<file path="src/design/box_section_mesh_extruder_macros.svh">
// Assertion macros shared by the box-section mesh extruder RTL.
`ifndef BOX_SECTION_MESH_EXTRUDER_MACROS_SVH
`define BOX_SECTION_MESH_EXTRUDER_MACROS_SVH

// Check cons in the same cycle as ante; expects clk and rst_n in scope.
`define BSME_ASSERT_SAME(label, ante, cons, msg) \
    label: assert property (@(posedge clk) disable iff (!rst_n) (ante) |-> (cons)) \
        else $error(msg);

// Check cons in the cycle after ante; expects clk and rst_n in scope.
`define BSME_ASSERT_NEXT(label, ante, cons, msg) \
    label: assert property (@(posedge clk) disable iff (!rst_n) (ante) |=> (cons)) \
        else $error(msg);

`endif

</file>
<file path="src/design/bsme_pkg.sv">
// Shared types, constants and arithmetic helpers of the box-section mesh extruder.
package bsme_pkg;

    localparam int IDX_W = 32;

    typedef enum logic
    {
        KIND_VERTEX = 1'b0,
        KIND_TRI    = 1'b1
    } kind_t;

    localparam logic REG_EDGE_EN   = 1'b0;
    localparam logic REG_EDGE_RGBA = 1'b1;

    typedef struct packed
    {
        logic        edge_en;
        logic [31:0] edge_rgba;
    } cfg_t;

    typedef struct packed
    {
        logic [2:0][31:0] ctr;
        logic [2:0][32:0] p1;
        logic [2:0][32:0] p2;
        logic [2:0][15:0] a1;
        logic [2:0][15:0] a2;
        logic [31:0]      color;
        logic             tri_en;
        logic [IDX_W-1:0] base;
    } item_t;

    typedef struct packed
    {
        kind_t            kind;
        logic [2:0][31:0] pos;
        logic [2:0][15:0] norm;
        logic [31:0]      color;
        logic [2:0][31:0] tri_idx;
        logic             last;
    } rec_t;

    // Corner j takes -a1*h1 at corners 0,5,6,7 and -a2*h2 at corners 3,4,5,6.
    function automatic logic corner_neg1(input logic [2:0] j);
        return (j == 3'd0) || (j == 3'd5) || (j == 3'd6) || (j == 3'd7);
    endfunction

    function automatic logic corner_neg2(input logic [2:0] j);
        return (j == 3'd3) || (j == 3'd4) || (j == 3'd5) || (j == 3'd6);
    endfunction

    // Negate if asked, then round Q10.22 to Q16.16, half up.
    function automatic logic signed [27:0] round_term(input logic signed [32:0] p,
                                                      input logic neg);
        logic signed [33:0] q;
        logic signed [33:0] b;
        q = neg ? -(34'(p)) : 34'(p);
        b = q + 34'sd32;
        return b[33:6];
    endfunction

    function automatic logic [31:0] sat32(input logic signed [33:0] s);
        logic [31:0] r;
        if ((s[33:31] == 3'b000) || (s[33:31] == 3'b111))
            r = s[31:0];
        else if (s[33])
            r = 32'h8000_0000;
        else
            r = 32'h7FFF_FFFF;
        return r;
    endfunction

    function automatic logic [15:0] norm_sel(input logic [15:0] v, input logic neg);
        logic [15:0] r;
        if (!neg)
            r = v;
        else if (v == 16'h8000)
            r = 16'h7FFF;
        else
            r = -v;
        return r;
    endfunction

endpackage

</file>
<file path="src/design/bsme_cfg.sv">
// APB register file holding the edge color settings.
module bsme_cfg
    import bsme_pkg::*;
(
    input  logic        clk,
    input  logic        rst_n,
    input  logic        psel,
    input  logic        penable,
    input  logic        pwrite,
    input  logic [2:0]  paddr,
    input  logic [31:0] pwdata,
    output logic [31:0] prdata,
    output logic        pready,
    output cfg_t        cfg
);

    logic        edge_en_reg;
    logic [31:0] edge_rgba_reg;
    logic        wr_en;
    logic        reg_idx;

    assign pready  = 1'b1;
    assign wr_en   = psel && penable && pwrite && pready;
    assign reg_idx = paddr[2];

    always_ff @(posedge clk or negedge rst_n)
    begin
        if (!rst_n)
        begin
            edge_en_reg   <= 1'b0;
            edge_rgba_reg <= 32'd0;
        end
        else if (wr_en)
        begin
            if (reg_idx == REG_EDGE_EN)
                edge_en_reg <= pwdata[0];
            else
                edge_rgba_reg <= pwdata;
        end
    end

    always_comb
    begin
        unique case (reg_idx)
            REG_EDGE_EN:   prdata = {31'd0, edge_en_reg};
            REG_EDGE_RGBA: prdata = edge_rgba_reg;
            default:       prdata = 32'd0;
        endcase
    end

    assign cfg.edge_en   = edge_en_reg;
    assign cfg.edge_rgba = edge_rgba_reg;

endmodule

</file>
<file path="config.mk">
export PLATFORM = sky130hd
export DESIGN_NAME = bsme_cfg
export DESIGN_NICKNAME = d
export VERILOG_FILES = /design/src/design/box_section_mesh_extruder_macros.svh /design/src/design/bsme_pkg.sv /design/src/design/bsme_cfg.sv
export SDC_FILE = /design/constraint.sdc
export NUM_CORES = 1
export LEC_CHECK = 0
export BUFFER_PORTS_ARGS = -buffer_cell sky130_fd_sc_hd__buf_2
export CAP_MARGIN = 40
export CORE_AREA = 3 3 64 66
export CTS_CLUSTER_SIZE = 16
export DETAILED_ROUTE_END_ITERATION = 8
export DIE_AREA = 0 0 67 69
export PLACE_DENSITY = 0.83
export REMOVE_ABC_BUFFERS = 1
export SYNTH_ARGS = -nofsm -noshare
export SYNTH_HDL_FRONTEND = slang
export SYNTH_SLANG_ARGS = --single-unit
</file>
<file path="constraint.sdc">
create_clock -name clk -period 2.3 [get_ports clk]
set_input_delay 0.46 -clock clk [delete_from_list [all_inputs] [get_ports clk]]
set_output_delay 0.46 -clock clk [all_outputs]
set_load 0.05 [all_outputs]
</file>
=== Word-level counts from Yosys, hierarchy flattened ===
Index checks and enable logic that the tools add are counted.

* Bits in registers: 33
* Output and inout port bits: 66
* Word-level logic and storage cells: 8
* Input port bits: 40

* Bitwise gates (word level): 1
* Reductions and logical operators: 4
* Muxes and demuxes: 1

{| class="wikitable"
|+ Operators with widths
! operator !! count
|-
| case mux 32 bit (2 select lines) || 1
|-
| AND reduction 2 bit || 2
|-
| logical AND 1 bit || 2
|-
| NOT 1 bit || 1
|}

=== Depth between registers and ports, before layout ===
* Depth after elaboration: 3
* Mapped depth: 3
* Mapped depth without buffers: 2

=== Least setup slack after synthesis ===
No wires, ideal clock.

* Path kind: flip-flop to output port
* Start: reg edge_rgba_reg[10]
* End: out prdata[10]
* Cell stages (with the launch flop): 2
* Slack: 0.723 ns
* Data arrival time: 1.117 ns
* Data required time: 1.840 ns
* Buffers on the path: 0
* Cells stage by stage: dfrtp_1 -> and2_1

* Word-level cells in the longest chain between the ends: 1

{| class="wikitable"
|+ RTL lines
! what !! RTL line !! RTL
|-
| start, declared || bsme_cfg.sv:18 || <nowiki>logic [31:0] edge_rgba_reg;</nowiki>
|-
| start signal, assigned || bsme_cfg.sv:38 || <nowiki>edge_rgba_reg <= pwdata;</nowiki>
|-
| case mux 32 bit (2 select lines) || bsme_cfg.sv:44 || <nowiki>unique case (reg_idx)</nowiki>
|-
| end, declared || bsme_cfg.sv:12 || <nowiki>output logic [31:0] prdata,</nowiki>
|}

No other way between the ends.

=== Worst setup path after layout ===
* Start: in paddr[2]
* End: out prdata[26]

* Word-level cells in the longest chain between the ends: 2

{| class="wikitable"
|+ RTL lines
! what !! RTL line !! RTL
|-
| start, declared || bsme_cfg.sv:10 || <nowiki>input logic [2:0] paddr,</nowiki>
|-
| NOT 1 bit || bsme_cfg.sv:44 ||
|-
| case mux 32 bit (2 select lines) (*) || bsme_cfg.sv:44 ||
|}

Every way passes the cells marked *; elsewhere a longest branch is shown, timed or not.

==> results.cfg <==
[logic_synthesis]
netlist_instances = 109
synth_top_family_by_area = multiplexers
ys_types = 10
yosys-top-cells-area = dfrtp_1 (51%), mux2_4 (28%), and2_1 (12%), mux2_2 (2.8%), buf_6 (2.1%)
seq_area_frac_synth = 0.5132
synthSimpleGateAreaFrac = 0.1392
synth-seq-cells = 33
yosysWarningCount = 0
synth-xor-area-share = 0
ys.flop_type = dfrtp_1
async_reset_ff_frac = 1.000
post-synth-top-count-cell = dfrtp_1
muxShareOfSynthArea = 0.3079
synth_top_area_cell = dfrtp_1
synthAdderAreaFrac = 0
synth_area_um2 = 1609
synth_area_per_cell_um2 = 14.76
synth_commonest_cells = dfrtp_1 (33), and2_1 (31), mux2_4 (30)
synth_compound_area_frac = 0
synth_edf_count = 0
yosysTopAreaCellShare = 0.5132

[power_and_ir_drop]
intPower_mw = 1.309
comb_power_share = 0.509
power_switching_mw = 1.184
ir_drop_mv = 0.5742
leakagePower_nw = 1.286
power_per_cell_area_nw_per_um2 = 1119
seqPwrFrac = 0.323
swShare = 0.4749
power.share.clock = 0.168

[cts]
cts_num_sinks = 33
clockBufferDepth = 2
path_clk_slew_ns = 0.06
cts_hold_buf = 0
cts_tree = yes
cts_max_level = 2
post_cts_resized = 0
numCtsBuffers = 5
cts-root-buf = clkbuf_8
cts_setup_buffers = 0
insertion_delay_ns = 0.27

[placed_design]
gp_congestion = 0.6703
place_area_um2 = 2142
io_buffers = 102
dp_hpwl_mm = 2.826

[global_routing]
grt.total_usage = 0.1592
grtUsageMet3 = 0.03746
antenna_found_initial = 0
use_met2 = 0.2686
grt_max_degree = 34
grt_pass1_wl_mm = 5.568
overflow = 0
grt_pass1_vias = 1132
grt_busiest_layer = met2
use_met1 = 0.1886

[sta]
max_clock_freq_mhz = 533.6
fin_crit_ns = 1.874
clock_skew_ns = 0
hold_viol_final = 0
setup_viol = 0
final_max_slew_viol_count = 0
relSlewSlack = 0.5345
finalSetupTns_ns = 0
fin_crit_sh = 0.8148
worstMarginPinSlew_ns = 0.6983
hold_ws_ns = 0.2337
rsz0062_at_grt = false

[critical_path]
critical_path_arrival_ns = 1.41
cp-start-kind = input pin
required_ns = 1.84
worstSetupPathType = in -> out
worstPathMaxFanout = 23
worstSetupEndpointType = output pin

[cells_and_area]
fin_area_um2 = 2228
area_growth_syn_to_layout_pct = 38.49
utilization = 0.6133
antenna_cells = 0
largest_reg_flops = 32
nNetsFinal = 253
drive_above_1_share = 0.6854

[floorplanning]
rows = 22
start_util = 0.4428
die_area_um2 = 4623
die_y_um = 69
dieWidth_um = 67
io_pins = 106
core_area_um2 = 3633

[routing]
drc_errors = 0
drt_iter0_drc = 65
drt_first_pass_iters = 4
routed_via_density = 4.540
wl_per_cell_um = 14.13
wirelength_mm = 3.689
num_vias = 1185
ant_nets = 0

[job]
maxCapViolCount = 0

[run_status]
status = completed

[hold_path]
hold_class = in -> async
[worst max-delay path: stages]
cell	delay [ns]
buf_2	0.31
buf_4	0.24
and2_1	0.14
buf_2	0.26
[layout by cell type, fill, tap and decap left out]
master,count
conb_1,1
dfrtp_1,33
nand4_4,1
mux2_4,30
buf_4,3
clkbuf_8,6
and2_1,31
buf_2,102
mux2_2,4
clkbuf_1,1
nand4b_1,1
[per-layer routing]
layer	vias up	part of all wire	wire length, um
li1	566	-	-
met1	552	0.39	1445
met2	63	0.51	1864
met3	4	0.088	325
met4	0	0.014	52
met5	-	0	0
[cell type report]
class | count | area (um2)
Fill cell | 323 | 1405
Sequential cell | 33 | 825.8
Multi-Input combinational cell | 68 | 723.2
Timing Repair Buffer | 105 | 533.0
Clock buffer | 7 | 86.33
Tap cell | 48 | 60.06
[metrics by stage]
stage	setup slack, ns	std cells	power, mW
global placement	0.4631	254	2.072
CTS	0.4062	261	2.521
floorplan	0.7187	101	1.788
detailed placement	0.4078	254	2.094
global route	0.3309	261	2.616
finish	0.4259	261	2.493
[cell families after synthesis]
group | Yosys count
other | 1
muxes | 34
DFF | 33
and+or+nand+nor | 33
buffers and inverters | 8
[power by group through the flow]
stage	sequential, mW	clock, mW	combinational (mW)
2_1_floorplan	1.26	0	0.532
3_3_place_gp	0.803	0	1.27
3_5_place_dp	0.814	0	1.28
4_1_cts	0.806	0.433	1.28
5_1_grt	0.825	0.469	1.32
6_report	0.806	0.418	1.27
[worst paths after layout]
kind,startpoint,end,slack [ns],depth (start not counted)
min in group clk,pwdata[31],edge_rgba_reg[31]$_DFFE_PN0P_,0.41,2
hold reg to reg,edge_rgba_reg[22]$_DFFE_PN0P_,edge_rgba_reg[22]$_DFFE_PN0P_,0.52,1
setup / recovery,paddr[2],prdata[26],0.43,4
hold / removal,rst_n,edge_rgba_reg[12]$_DFFE_PN0P_,0.23,1
setup reg to reg,edge_rgba_reg[1]$_DFFE_PN0P_,edge_rgba_reg[1]$_DFFE_PN0P_,1.52,1
max in group asynchronous,rst_n,edge_rgba_reg[0]$_DFFE_PN0P_,1.62,1
(Power assumes the default switching activity.)
