==> src/design/box_section_mesh_extruder_macros.svh <==
// Assertion macros shared by the box-section mesh extruder RTL.
`ifndef BOX_SECTION_MESH_EXTRUDER_MACROS_SVH
`define BOX_SECTION_MESH_EXTRUDER_MACROS_SVH

// Check cons in the same cycle as ante; expects clk and rst_n in scope.
`define BSME_ASSERT_SAME(label, ante, cons, msg) \
    label: assert property (@(posedge clk) disable iff (!rst_n) (ante) |-> (cons)) \
        else $error(msg);

// Check cons in the cycle after ante; expects clk and rst_n in scope.
`define BSME_ASSERT_NEXT(label, ante, cons, msg) \
    label: assert property (@(posedge clk) disable iff (!rst_n) (ante) |=> (cons)) \
        else $error(msg);

`endif

==> src/design/bsme_pkg.sv <==
// Shared types, constants and arithmetic helpers of the box-section mesh extruder.
package bsme_pkg;

    localparam int IDX_W = 32;

    typedef enum logic
    {
        KIND_VERTEX = 1'b0,
        KIND_TRI    = 1'b1
    } kind_t;

    localparam logic REG_EDGE_EN   = 1'b0;
    localparam logic REG_EDGE_RGBA = 1'b1;

    typedef struct packed
    {
        logic        edge_en;
        logic [31:0] edge_rgba;
    } cfg_t;

    typedef struct packed
    {
        logic [2:0][31:0] ctr;
        logic [2:0][32:0] p1;
        logic [2:0][32:0] p2;
        logic [2:0][15:0] a1;
        logic [2:0][15:0] a2;
        logic [31:0]      color;
        logic             tri_en;
        logic [IDX_W-1:0] base;
    } item_t;

    typedef struct packed
    {
        kind_t            kind;
        logic [2:0][31:0] pos;
        logic [2:0][15:0] norm;
        logic [31:0]      color;
        logic [2:0][31:0] tri_idx;
        logic             last;
    } rec_t;

    // Corner j takes -a1*h1 at corners 0,5,6,7 and -a2*h2 at corners 3,4,5,6.
    function automatic logic corner_neg1(input logic [2:0] j);
        return (j == 3'd0) || (j == 3'd5) || (j == 3'd6) || (j == 3'd7);
    endfunction

    function automatic logic corner_neg2(input logic [2:0] j);
        return (j == 3'd3) || (j == 3'd4) || (j == 3'd5) || (j == 3'd6);
    endfunction

    // Negate if asked, then round Q10.22 to Q16.16, half up.
    function automatic logic signed [27:0] round_term(input logic signed [32:0] p,
                                                      input logic neg);
        logic signed [33:0] q;
        logic signed [33:0] b;
        q = neg ? -(34'(p)) : 34'(p);
        b = q + 34'sd32;
        return b[33:6];
    endfunction

    function automatic logic [31:0] sat32(input logic signed [33:0] s);
        logic [31:0] r;
        if ((s[33:31] == 3'b000) || (s[33:31] == 3'b111))
            r = s[31:0];
        else if (s[33])
            r = 32'h8000_0000;
        else
            r = 32'h7FFF_FFFF;
        return r;
    endfunction

    function automatic logic [15:0] norm_sel(input logic [15:0] v, input logic neg);
        logic [15:0] r;
        if (!neg)
            r = v;
        else if (v == 16'h8000)
            r = 16'h7FFF;
        else
            r = -v;
        return r;
    endfunction

endpackage

==> src/design/bsme_rec.sv <==
// Record builder: one vertex or triangle record from the held point and its record number.
module bsme_rec
    import bsme_pkg::*;
(
    input  item_t      item,
    input  logic [3:0] rec_cnt,
    input  cfg_t       cfg,
    output rec_t       rec
);

    logic [2:0]        j;
    logic              is_tri;
    logic              neg1;
    logic              neg2;
    logic signed [27:0] t1 [3];
    logic signed [27:0] t2 [3];
    logic signed [33:0] sum [3];
    logic [IDX_W-1:0]  cur;
    logic [IDX_W-1:0]  prev;
    logic [IDX_W-1:0]  m;

    assign j      = rec_cnt[2:0];
    assign is_tri = rec_cnt[3];
    assign neg1   = corner_neg1(j);
    assign neg2   = corner_neg2(j);
    assign cur    = item.base;
    assign prev   = item.base - IDX_W'(8);
    assign m      = IDX_W'({j[2:1], 1'b0});

    always_comb
    begin
        for (int k = 0; k < 3; k++)
        begin
            t1[k]  = round_term($signed(item.p1[k]), neg1);
            t2[k]  = round_term($signed(item.p2[k]), neg2);
            sum[k] = 34'($signed(item.ctr[k])) + 34'(t1[k]) + 34'(t2[k]);
        end
    end

    always_comb
    begin
        rec      = '0;
        rec.last = (j == 3'd7) && (is_tri || !item.tri_en);
        if (is_tri)
        begin
            rec.kind = KIND_TRI;
            if (!j[0])
            begin
                rec.tri_idx[0] = 32'(prev + m);
                rec.tri_idx[1] = 32'(prev + m + IDX_W'(1));
                rec.tri_idx[2] = 32'(cur + m);
            end
            else
            begin
                rec.tri_idx[0] = 32'(prev + m + IDX_W'(1));
                rec.tri_idx[1] = 32'(cur + m + IDX_W'(1));
                rec.tri_idx[2] = 32'(cur + m);
            end
        end
        else
        begin
            rec.kind = KIND_VERTEX;
            for (int k = 0; k < 3; k++)
            begin
                rec.pos[k]  = sat32(sum[k]);
                rec.norm[k] = norm_sel(j[1] ? item.a1[k] : item.a2[k], j[2]);
            end
            rec.color = (cfg.edge_en && j[1]) ? cfg.edge_rgba : item.color;
        end
    end

endmodule

==> config.mk <==
export PLATFORM = sky130hd
export DESIGN_NAME = bsme_rec
export DESIGN_NICKNAME = d
export VERILOG_FILES = /design/src/design/box_section_mesh_extruder_macros.svh /design/src/design/bsme_pkg.sv /design/src/design/bsme_rec.sv
export SDC_FILE = /design/constraint.sdc
export NUM_CORES = 1
export LEC_CHECK = 0
export BUFFER_PORTS_ARGS = -buffer_cell sky130_fd_sc_hd__buf_2
export CAP_MARGIN = 20
export CORE_AREA = 8 8 289 291
export DETAILED_ROUTE_END_ITERATION = 16
export DIE_AREA = 0 0 297 299
export GPL_ROUTABILITY_DRIVEN = 0
export GPL_TIMING_DRIVEN = 0
export MAX_ROUTING_LAYER = met4
export PLACE_DENSITY_LB_ADDON = 0.05
export SYNTH_ARGS = -nofsm -noshare
export SYNTH_HDL_FRONTEND = slang
export SYNTH_SLANG_ARGS = --single-unit
export TNS_END_PERCENT = 100
==> constraint.sdc <==
create_clock -name vclk -period 15.3
set_input_delay 0.765 -clock vclk [all_inputs]
set_output_delay 0.765 -clock vclk [all_outputs]
set_load 0.05 [all_outputs]
Word-level counts from Yosys, hierarchy flattened
Cells that the tools add are included.
{"block": "totals", "register_bits": 0, "latch_bits": 0, "mem_bits_rw": 0, "romBits": 0, "in_bits": 492, "elab_cells": 80, "memories": 0}
{"block": "op_classes", "n_addsub": 26, "mul": 0, "div": 0, "magnitude_cmp": 0, "n_eq_ne": 11, "shift": 0, "mux": 26, "n_bitwise": 0, "n_reduce_logical": 17}
{"cell": "$mux 32", "count": 7}
{"cell": "$add 34x7->34 const B", "count": 6}
{"cell": "$mux 34", "count": 6}
{"cell": "$neg 33->34", "count": 6}
{"cell": "$mux 176", "count": 1}
{"cell": "$mux 16", "count": 9}
{"cell": "$add 33x28->34", "count": 3}
{"cell": "$add 32x28->33", "count": 3}
{"cell": "$mux 96", "count": 1}
{"cell": "$add 32x1->32 const B", "count": 2}
{"cell": "$add 32x3->32", "count": 2}
{"cell": "$mux 64", "count": 1}
{"cell": "$eq 16x16->1 const B", "count": 3}
{"cell": "$neg 16->16", "count": 3}
{"cell": "$sub 32x4->32 const B", "count": 1}
{"cell": "$eq 3x3->1 const B", "count": 7}
{"cell": "$logic_not 3->1", "count": 4}
{"cell": "$logic_or 1x1->1", "count": 10}
{"cell": "$eq 3x2->1 const B", "count": 1}
{"cell": "$logic_and 1x1->1", "count": 2}
{"cell": "$logic_not 1->1", "count": 1}
{"cell": "$mux 1", "count": 1}

Logic depth before layout (Yosys ltp)
{"block": "logic_depth", "depth_word": 12, "ltp_mapped": 35}

Least setup slack after synthesis
OpenSTA, ideal clock, no wires.
{"block": "synth_path", "path_type": "input to output", "from": "in rec_cnt[1]", "to": "out rec[187] in the netlist's numbering", "arrival_ns": 8.739, "path_slack_ns": 5.796, "cell_stages": 34, "cell_sequence": "clkbuf_1 > o21a_1 > nor2_1 > clkbuf_1 > clkbuf_1 > clkbuf_1 > clkbuf_1 > clkbuf_1 > buf_1 > a21oi_1 > xnor2_1 > ha_1 > nand4_1 > nor2_1 > a41oi_1 > and3b_1 > clkbuf_1 > and3_1 > a221oi_1 > inv_1 > fa_1 > inv_1 > ha_1 > clkbuf_1 > and4_1 > nand3_1 > nor3_1 > a21boi_0 > a31oi_1 > and3_1 > o21ai_0 > mux2i_1 > clkbuf_1 > a21oi_1"}
{"item": "start: declaration", "line_no": "bsme_rec.sv:6", "source": "input logic [3:0] rec_cnt,"}
{"item": "end: declaration", "line_no": "bsme_rec.sv:8", "source": "output rec_t rec"}

==> impl_results.md <==
- Yosys warns: 0
- Global-route usage over all layers: 0.2838
- Max Slew Vio Count: 0
- Slowest CP cell: clkbuf_1
- Core Area: 78,610 sq um
- Combinational share of power: 1.000
- Crit path top cell by count: clkbuf_1
- Global-route wire length before repair: 190,600 microns
- Synth Area in Compound Gates: 0.2675
- Ports: 766
- Register share of total power: 0
- Port Buffers: 722
- Sw Share: 0.6971
- CP Buf/Inv Count: 12
- WP data arrival: 13.51 ns
- Crit path max fanout: 10
- Synth Area in Adders: 0.1425
- Outcome: completed
- Hold path start: item[32]
- Post-synthesis sequential area ratio: 0
- Total grt overflow: 0
- Syn Std Cell Area: 23,740 sq um
- Largest family of logic cells by synthesized area: simple AND/OR/NAND/NOR gates
- Finish-stage setup viols: 0
- Hold Crit Class: primary input to primary output
- Post-CTS Resized: 0
- DRT Wirelength: 132,100 microns
- Period utilisation layout: 0.9333
- Distinct cell type count after synthesis: 90
- Top post-synthesis cells by area: xnor2_1 12%, fa_1 8.4%, a21oi_1 7.8%, xor2_1 6.1%, inv_1 6.0%
- Largest net degree at the start of global routing: 11
- Final hold viol count: 0
- Post-synthesis mux area share: 0.02884
- Commonest non-fill, non-tap cell in the layout: buf_2
- Average wire per standard cell: 23.83 microns
- Seq Cell Count: 0
- Hold Path End: rec[0]
- CLK BUF: 0
- Most frequent cells in the layout: 741 x buf_2, 378 x inv_1, 369 x a21oi_1
- Row count: 103
- PwrDens: 107.8 nW/um^2
- Max IR drop VDD: 0.0001123 V
- Period minus WS final: 14.28 ns
- Worst Max-Slew Pin Slew: 1.241 ns
- Initial antenna violation count: 56
- WP data required: 14.53 ns
- Simple-gate share of the synthesized area: 0.2862
- Sum Neg Setup Slack: 0 ns
- Slew headroom: 0.1512
- Synth area leader: xnor2_1
- DRC: 0
- CP Capture Type: primary output
- Count of hold-fix buffers inserted at cts: 0
- Syn Inst Count: 3,727
- Crit path launch type: primary input
- WHS Path Cells: 3
- Setup bufs post-CTS: 0
- P_sw: 2.163 mW
- Delay-heaviest family, CP: buffers and inverters
- Final net count: 5,155
- Routed Antenna Nets: 0
- Hold_ws: 1.863 ns
- Die area: 88,800 sq um
- Hpwl dp: 113,600 microns
- Syn_area_per_cell: 6.368 sq um
- Register area: 0 sq um
- # fillers: 8,935
- P&R area growth vs syn: 21.30%
- Die X: 297 microns
- Vias per cell: 5.394
- Number of global-route vias before repair: 28,880
- XOR/XNOR Fraction of Synth Area: 0.1790
- Starting Density: 0.3019
- Max-cap violations: 0
- Fraction of layout cells with a size suffix above 1: 0.1819
- Max Clk Rate: 0.07003 GHz
- Clock power share: 0
- Via count: 29,890
- CP peak stage delay: 0.89 ns
- Leakage: 12.93 nW
- Die height: 299 microns
- Top cell type's share of synthesized area: 0.1177
- Drt initial violations: 1,936
- RSZ-0062 raised after global routing: no
- Critical path type: primary input to primary output
- DRT Pass-1 Iters: 7
- Syn nets: 4,427
- Power Internal: 0.9401 mW
==> power by group through the flow <==
stage / registers, mW / clock network, mW / logic [mW]
after floorplan: 0 / 0 / 2.27
after global placement: 0 / 0 / 3.11
after detailed placement: 0 / 0 / 3.10
after CTS: 0 / 0 / 3.12
after global routing: 0 / 0.000000316 / 3.37
final: 0 / 0.000000335 / 3.10
==> Yosys cell counts (56+ instances only) <==
master / instances
inv_1: 378
nand4_1: 70
ha_1: 108
a21oi_1: 369
a21o_1: 58
xnor2_1: 319
or3_1: 57
o21ai_0: 178
mux2i_1: 56
nand3_1: 118
and3_1: 59
nand2_1: 342
nor3_1: 115
fa_1: 100
nor2_1: 320
xor2_1: 166
clkbuf_1: 181
==> metrics by stage <==
step | setup WS (ns) | cell area, sq um | instances | utilization | total power [mW]
detailed placement | 0.9466 | 28690 | 5501 | 0.3649 | 3.102
floorplan | 5.796 | 23740 | 3727 | - | 2.273
CTS | 0.9352 | 28690 | 5501 | 0.3649 | 3.122
global route | 0.1972 | 28790 | 5539 | 0.3662 | 3.367
global placement | 0.7805 | 28660 | 5499 | 0.3646 | 3.109
finish | 1.020 | 28790 | 5541 | 0.3662 | 3.104
==> how the worst max path moves through the flow <==
stage,from,end,slack [ns],depth (start not counted)
6_report,rec_cnt[1],rec[195],1.02,36
5_1_grt,rec_cnt[1],rec[196],0.20,36
4_1_cts,rec_cnt[1],rec[194],0.94,36
3_5_place_dp,rec_cnt[1],rec[194],0.95,36
3_3_place_gp,rec_cnt[1],rec[196],0.78,36
2_1_floorplan,rec_cnt[1],rec[187],5.80,34
==> metal layers <==
metal / vias up / wire [microns] / track usage
met1: 13990 / 54400 / 0.3352
met2: 1155 / 66160 / 0.5040
met5: - / 0 / -
li1: 14610 / - / -
met4: 0 / 3439 / 0.06746
met3: 141 / 8060 / 0.04338
==> cells by family after synthesis <==
logic type	Yosys count
fa+ha+maj	211
compound gates	1008
simple gates	1356
buf+inv	600
mux	67
xor+xnor	485
==> cell type report <==
cell class | count | area (sq um) | share of cell area
antenna | 38 | 95.09 | 0.003303
buffer | 221 | 854.6 | 0.02968
inverter | 379 | 1423 | 0.04941
multi-input combinational | 3127 | 21460 | 0.7453
tap | 1050 | 1314 | 0.04563
timing repair buffer | 726 | 3646 | 0.1266
Note: power is estimated with default switching activity, not from simulation.
